## config.mk

```make
export PLATFORM = sky130hd
export DESIGN_NAME = srtv_div_stage
export DESIGN_NICKNAME = d
export VERILOG_FILES = /design/src/hw/rtl/srtv_pkg.sv /design/src/hw/rtl/srtv_div_stage.sv
export SDC_FILE = /design/constraint.sdc
export NUM_CORES = 2
export LEC_CHECK = 0
export ABC_CLOCK_PERIOD_IN_PS = 20300
export BUFFER_PORTS_ARGS = -buffer_cell sky130_fd_sc_hd__buf_2
export CORE_AREA = 4 4 353 355
export CTS_CLUSTER_DIAMETER = 120
export DETAILED_ROUTE_END_ITERATION = 10
export DIE_AREA = 0 0 357 359
export GPL_ROUTABILITY_DRIVEN = 0
export PLACE_DENSITY_LB_ADDON = 0.05
export SLEW_MARGIN = 5
export SYNTH_ARGS = -nofsm -noshare
export SYNTH_HDL_FRONTEND = slang
export SYNTH_SLANG_ARGS = --single-unit
```

## constraint.sdc

```tcl
create_clock -name clk -period 20.3 [get_ports clk]
set_input_delay 4.06 -clock clk [delete_from_list [all_inputs] [get_ports clk]]
set_output_delay 4.06 -clock clk [all_outputs]
set_load 0.05 [all_outputs]
```

## src/hw/rtl/srtv_pkg.sv

```systemverilog
// Package for the scale/rotate/translate vector block.
// Holds the op codes, register indexes and the control structs shared by the
// top level and the divider stage. No dependencies.
package srtv_pkg;

  localparam logic [1:0] OP_FWD          = 2'd0;
  localparam logic [1:0] OP_FWD_NOSCALE  = 2'd1;
  localparam logic [1:0] OP_INV          = 2'd2;
  localparam logic [1:0] OP_INV_NOSCALE  = 2'd3;

  localparam logic [2:0] REG_ROTATION = 3'd0;
  localparam logic [2:0] REG_TRANS_X  = 3'd1;
  localparam logic [2:0] REG_TRANS_Y  = 3'd2;
  localparam logic [2:0] REG_TRANS_Z  = 3'd3;
  localparam logic [2:0] REG_SCALE_X  = 3'd4;
  localparam logic [2:0] REG_SCALE_Y  = 3'd5;
  localparam logic [2:0] REG_SCALE_Z  = 3'd6;

  localparam int QUAT_FRAC = 14;

  // Per-item control that travels down the pipeline.
  typedef struct packed {
    logic pos;
    logic inverse;
    logic scaled;
    logic err;
  } ctl_t;

  // Per-axis sign information for the divide path.
  typedef struct packed {
    logic neg;
    logic bzero;
    logic aneg;
  } axis_t;

endpackage

```

## src/hw/rtl/srtv_div_stage.sv

```systemverilog
// One stage of the pipelined restoring divider used by the inverse scale.
// Retires up to STEPS quotient bits per axis per cycle unless the next stage stalls it. Depends on srtv_pkg.
module srtv_div_stage
  import srtv_pkg::*;
#(
  parameter int DW    = 32,
  parameter int FRAC  = 16,
  parameter int STAGE = 0,
  parameter int STEPS = 4
) (
  input  logic                      clk,
  input  logic                      rst_n,
  input  logic                      in_valid,
  output logic                      in_ready,
  input  ctl_t                      in_ctl,
  input  axis_t [2:0]               in_axis,
  input  logic [2:0][DW-1:0]        in_fwd,
  input  logic [2:0][DW-1:0]        in_ub,
  input  logic [2:0][DW:0]          in_rem,
  input  logic [2:0][DW+FRAC-1:0]   in_dq,
  output logic                      out_valid,
  input  logic                      out_ready,
  output ctl_t                      out_ctl,
  output axis_t [2:0]               out_axis,
  output logic [2:0][DW-1:0]        out_fwd,
  output logic [2:0][DW-1:0]        out_ub,
  output logic [2:0][DW:0]          out_rem,
  output logic [2:0][DW+FRAC-1:0]   out_dq
);

  localparam int TOT  = DW + FRAC;
  localparam int BASE = STAGE * STEPS;

  logic                    vld_r;
  ctl_t                    ctl_r;
  axis_t [2:0]             axis_r;
  logic [2:0][DW-1:0]      fwd_r;
  logic [2:0][DW-1:0]      ub_r;
  logic [2:0][DW:0]        rem_r, rem_nxt;
  logic [2:0][TOT-1:0]     dq_r, dq_nxt;

  assign in_ready = !vld_r || out_ready;

  // The dividend shifts out at the top while quotient bits shift in below.
  always_comb begin
    logic [DW:0]    r;
    logic [TOT-1:0] d;
    for (int a = 0; a < 3; a++) begin
      r = in_rem[a];
      d = in_dq[a];
      for (int j = 0; j < STEPS; j++) begin
        if (BASE + j < TOT) begin
          r = {r[DW-1:0], d[TOT-1]};
          d = {d[TOT-2:0], 1'b0};
          if (r >= {1'b0, in_ub[a]}) begin
            r = r - {1'b0, in_ub[a]};
            d[0] = 1'b1;
          end
        end
      end
      rem_nxt[a] = r;
      dq_nxt[a]  = d;
    end
  end

  always_ff @(posedge clk) begin
    if (!rst_n) begin
      vld_r <= 1'b0;
    end else if (in_ready) begin
      vld_r <= in_valid;
    end
  end

  always_ff @(posedge clk) begin
    if (in_ready) begin
      ctl_r  <= in_ctl;
      axis_r <= in_axis;
      fwd_r  <= in_fwd;
      ub_r   <= in_ub;
      rem_r  <= rem_nxt;
      dq_r   <= dq_nxt;
    end
  end

  assign out_valid = vld_r;
  assign out_ctl   = ctl_r;
  assign out_axis  = axis_r;
  assign out_fwd   = fwd_r;
  assign out_ub    = ub_r;
  assign out_rem   = rem_r;
  assign out_dq    = dq_r;

endmodule

```

# Word level (Yosys, flattened, before mapping)
# Cells that the tools add are included.
[totals]
latchBits = 0
in_bits = 452
ramBits = 0
ff_bits = 449
wordCells = 76
memories = 0
mem_bits_ro = 0
output_inout_bits = 450
[op_classes]
n_mul = 0
n_reduce_logical = 2
n_bitwise = 0
magnitude_cmp = 12
muxes = 24
shifts = 0
eq_ne = 0
n_addsub = 12
n_div = 0
[op_table]
columns = ["operator", "n"]
rows = [
  ["33-bit by 32-bit >= comparator with 1-bit output", 12],
  ["32-bit two-way mux", 9],
  ["32-bit subtractor", 9],
  ["33-bit two-way mux", 3],
  ["33-bit by 32-bit subtractor with 33-bit output", 3],
  ["1-bit two-way mux", 12],
  ["1-bit logical NOT", 1],
  ["1-bit logical OR", 1],
]

# Longest topological paths before layout
[logic_depth]
word_depth = 8
depth_mapped = 58
ltp_nobuf = 51

# Worst setup path after synthesis
# OpenSTA, ideal clock, no wires.
[synth_timing]
path_kind = "input-to-output"
from = "input port out_ready"
to = "output port in_ready"
cell_stages = 1
required_time_ns = 16.240
path_buffers = 0
slack_ns = 1.139
arrival_time_ns = 15.101
path_cell_list = "nand2b_1"
[synth_via]
elab_chain_len = 1
[synth_lines]
columns = ["item", "line", "source"]
rows = [
  ["start, declared", "srtv_div_stage.sv:22", "input logic out_ready,"],
  ["1-bit logical OR", "srtv_div_stage.sv:42", "assign in_ready = !vld_r || out_ready;"],
  ["end, declared", "srtv_div_stage.sv:14", "output logic in_ready,"],
]
# Every way passes these cells.

==> impl_metrics.py <==
metrics = {
    "yosys": {
        "ys_types": 93,
        "yosysMostFrequentCell": "edfxtp_1",
        "syn_area_sq_um": 37400,
        "syn_area_per_cell_sq_um": 9.94,
        "synth_enable_flop_cells": 448,
        "synth_area_leader_cell": "edfxtp_1",
        "ys.flop_type": "edfxtp_1",
        "async_flop_share_pct": 0,
        "syn_nets": 4610,
        "synth.top_cell.area_share_pct": 36.0,
        "synthTopCellsByCount": "448 x edfxtp_1, 384 x ha_1, 349 x a21oi_1",
        "ys_ff_latch": 449,
        "netlist_top_cells_area": "edfxtp_1 36%, ha_1 13%, mux2_2 6.9%",
        "synth_warnings": 0,
        "syn_inst": 3762,
        "ys_seq_area_share_pct": 36.0,
    },
    "cts": {
        "cts_tree": "done",
        "path_clk_slew_ns": 0.06,
        "clockBufferDepth": 3,
        "cts_made_buffers": 57,
        "cts_sinks": 449,
        "cts_resized": 0,
        "ctsHtreeMaxLevel": 2,
        "clockRootBuffer": "clkbuf_16",
        "clock_latency_ns": 0.68,
        "cts_setup_buffers": 0,
        "hold_buffers": 0,
    },
    "die": {
        "row_count": 128,
        "dieArea_sq_um": 128000,
        "core_sq_um": 121000,
        "start_util_pct": 30.8,
        "ios": 902,
        "die_x_um": 357,
        "die_y_um": 359,
    },
    "hold_path": {
        "min_path_cells": 2,
        "hold_class": "flop to flop",
    },
    "setup_path": {
        "critPathRequiredTime_ns": 20.69,
        "path_max_fanout": 34,
        "critPathLaunchType": "input port",
        "cp_slowest_cell": "a2111oi_0",
        "max_stage_delay_ns": 0.91,
        "arrival_ns": 18.32,
        "critPathKind": "input port to flop",
        "worstSetupEndpointType": "flop",
        "reg2regPathDepth": 7,
    },
    "routing": {
        "dr.pass1.iters": 7,
        "via_per_inst": 5.24,
        "wl_per_cell_um": 25.8,
        "drt_wl_total_um": 164000,
        "via_count": 33300,
        "drc": 0,
        "ant_nets": 0,
        "drt_iter0_drc": 2113,
    },
    "global_route": {
        "grt_max_degree": 67,
        "grt_pass1_wl_um": 230000,
        "grt_use_total_pct": 24.5,
        "antenna_found_initial": 60,
        "grt.overflow.total": 0,
        "grt_pass1_vias": 32200,
    },
    "place": {
        "numPortBuffers": 898,
        "dp_cells": 6245,
        "dpl.hpwl_um": 140000,
    },
    "layout": {
        "fin_nets": 5527,
        "post-route-util_pct": 37.8,
        "syn2layout_area_growth_pct": 22.7,
        "layout.cells.non_filler": 6363,
        "drive_gt1_share_pct": 27.7,
    },
    "sta": {
        "fin_crit_sh_pct": 88.3,
        "hold_viol": 0,
        "fmax_mhz": 55.8,
        "setup-tns-final_ns": 0,
        "setup_viol": 0,
        "fin_crit_ns": 17.93,
        "slew_headroom_pct": 28.7,
        "finalMaxSlewViolations": 0,
        "worst_pin_slew_ns": 1.04,
        "rsz0062_at_grt": "false",
        "finClkSkew_ns": 0.0396,
    },
    "power": {
        "peakVddDrop_v": 0.000141,
        "p_leak_nw": 20.5,
        "powerDensity_nw_per_um2": 201,
    },
    "status": {
        "status": "finished clean",
    },
    "job": {
        "drv_cap": 0,
    },
}
## per-layer routing
layer / vias up / part of all wire, % / GRT usage (%)
li1: 16100 / - / -
met1: 16000 / 42 / 30.7
met2: 1017 / 47 / 41.8
met3: 227 / 7.4 / 5.87
met4: 10 / 3.6 / 7.35
met5: - / 0.035 / 0
## layout by cell type (no fill, tap or decap), types with 67 or more instances in the layout
cell	n
nor2_1	219
nand2_1	209
edfxtp_1	448
buf_2	898
nor3_1	68
nand3_1	69
ha_1	384
inv_1	242
a21oi_1	349
mux2_2	230
xnor2_1	215
o21a_1	67
a21o_1	160
xor2_1	98
o21ai_0	207
## layout make-up
type / count / area (sq um)
tap: 1625 / 2030
sequential: 449 / 13500
clock buffer: 72 / 1480
inverter: 244 / 916
antenna: 10 / 25.0
timing repair buffer: 928 / 4730
clock inverter: 36 / 442
multi-input combinational: 2999 / 22800
fill: 12600 / 75500
## worst max-delay path, delay by kind of cell
family                   cells  cell delay (ns)
AO/OA/AOI/OAI               28             8.29
AND/OR/NAND/NOR              9             2.27
buffers and inverters        7             1.45
adder cells (fa/ha/maj)      4             1.26
multiplexers                 2             0.86
## stage by stage
step | cell area (sq um) | worst slack, ns | hold WS, ns | power [W]
2_1_floorplan | 37400 | 1.14 | 4.16 | 0.00664
5_1_grt | 45900 | 1.41 | 1.17 | 0.00992
4_1_cts | 45900 | 2.43 | 1.17 | 0.00927
3_5_place_dp | 43900 | 1.75 | 1.14 | 0.00814
6_report | 45900 | 2.37 | 1.12 | 0.00922
3_3_place_gp | 43900 | 1.65 | 1.15 | 0.00816
## sequential cells by signal (all words and copies together), names as in the netlist
name       count
out_ctl        4
out_valid      1
out_rem       99
out_fwd       96
out_axis       9
out_ub        96
out_dq       144
## power by group
part / leakage, nW / internal (W) / switching [W]
clock network: 0.913 / 0.000610 / 0.000445
registers: 4.64 / 0.00141 / 0.0000656
logic: 15.0 / 0.00288 / 0.00381
total: 20.5 / 0.00490 / 0.00432
## cells by family after synthesis
kind of cell / Yosys count / share of synthesized area [%]
flops: 449 / 36.0
simple gates: 871 / 11.5
buf+inv: 314 / 3.31
xor+xnor: 313 / 7.33
compound gates: 1126 / 19.4
fa+ha+maj: 396 / 13.5
mux: 293 / 9.00
## path summary, 6_finish.rpt
kind	startpoint	end	slack (ns)
max	in_ub[65]	out_rem[69]	2.37
min	out_valid	out_ub[78]	1.12
max reg2reg	out_valid	out_ub[22]	15.18
min reg2reg	out_valid	out_ub[78]	1.12
Note: power is estimated with default switching activity, not from simulation.
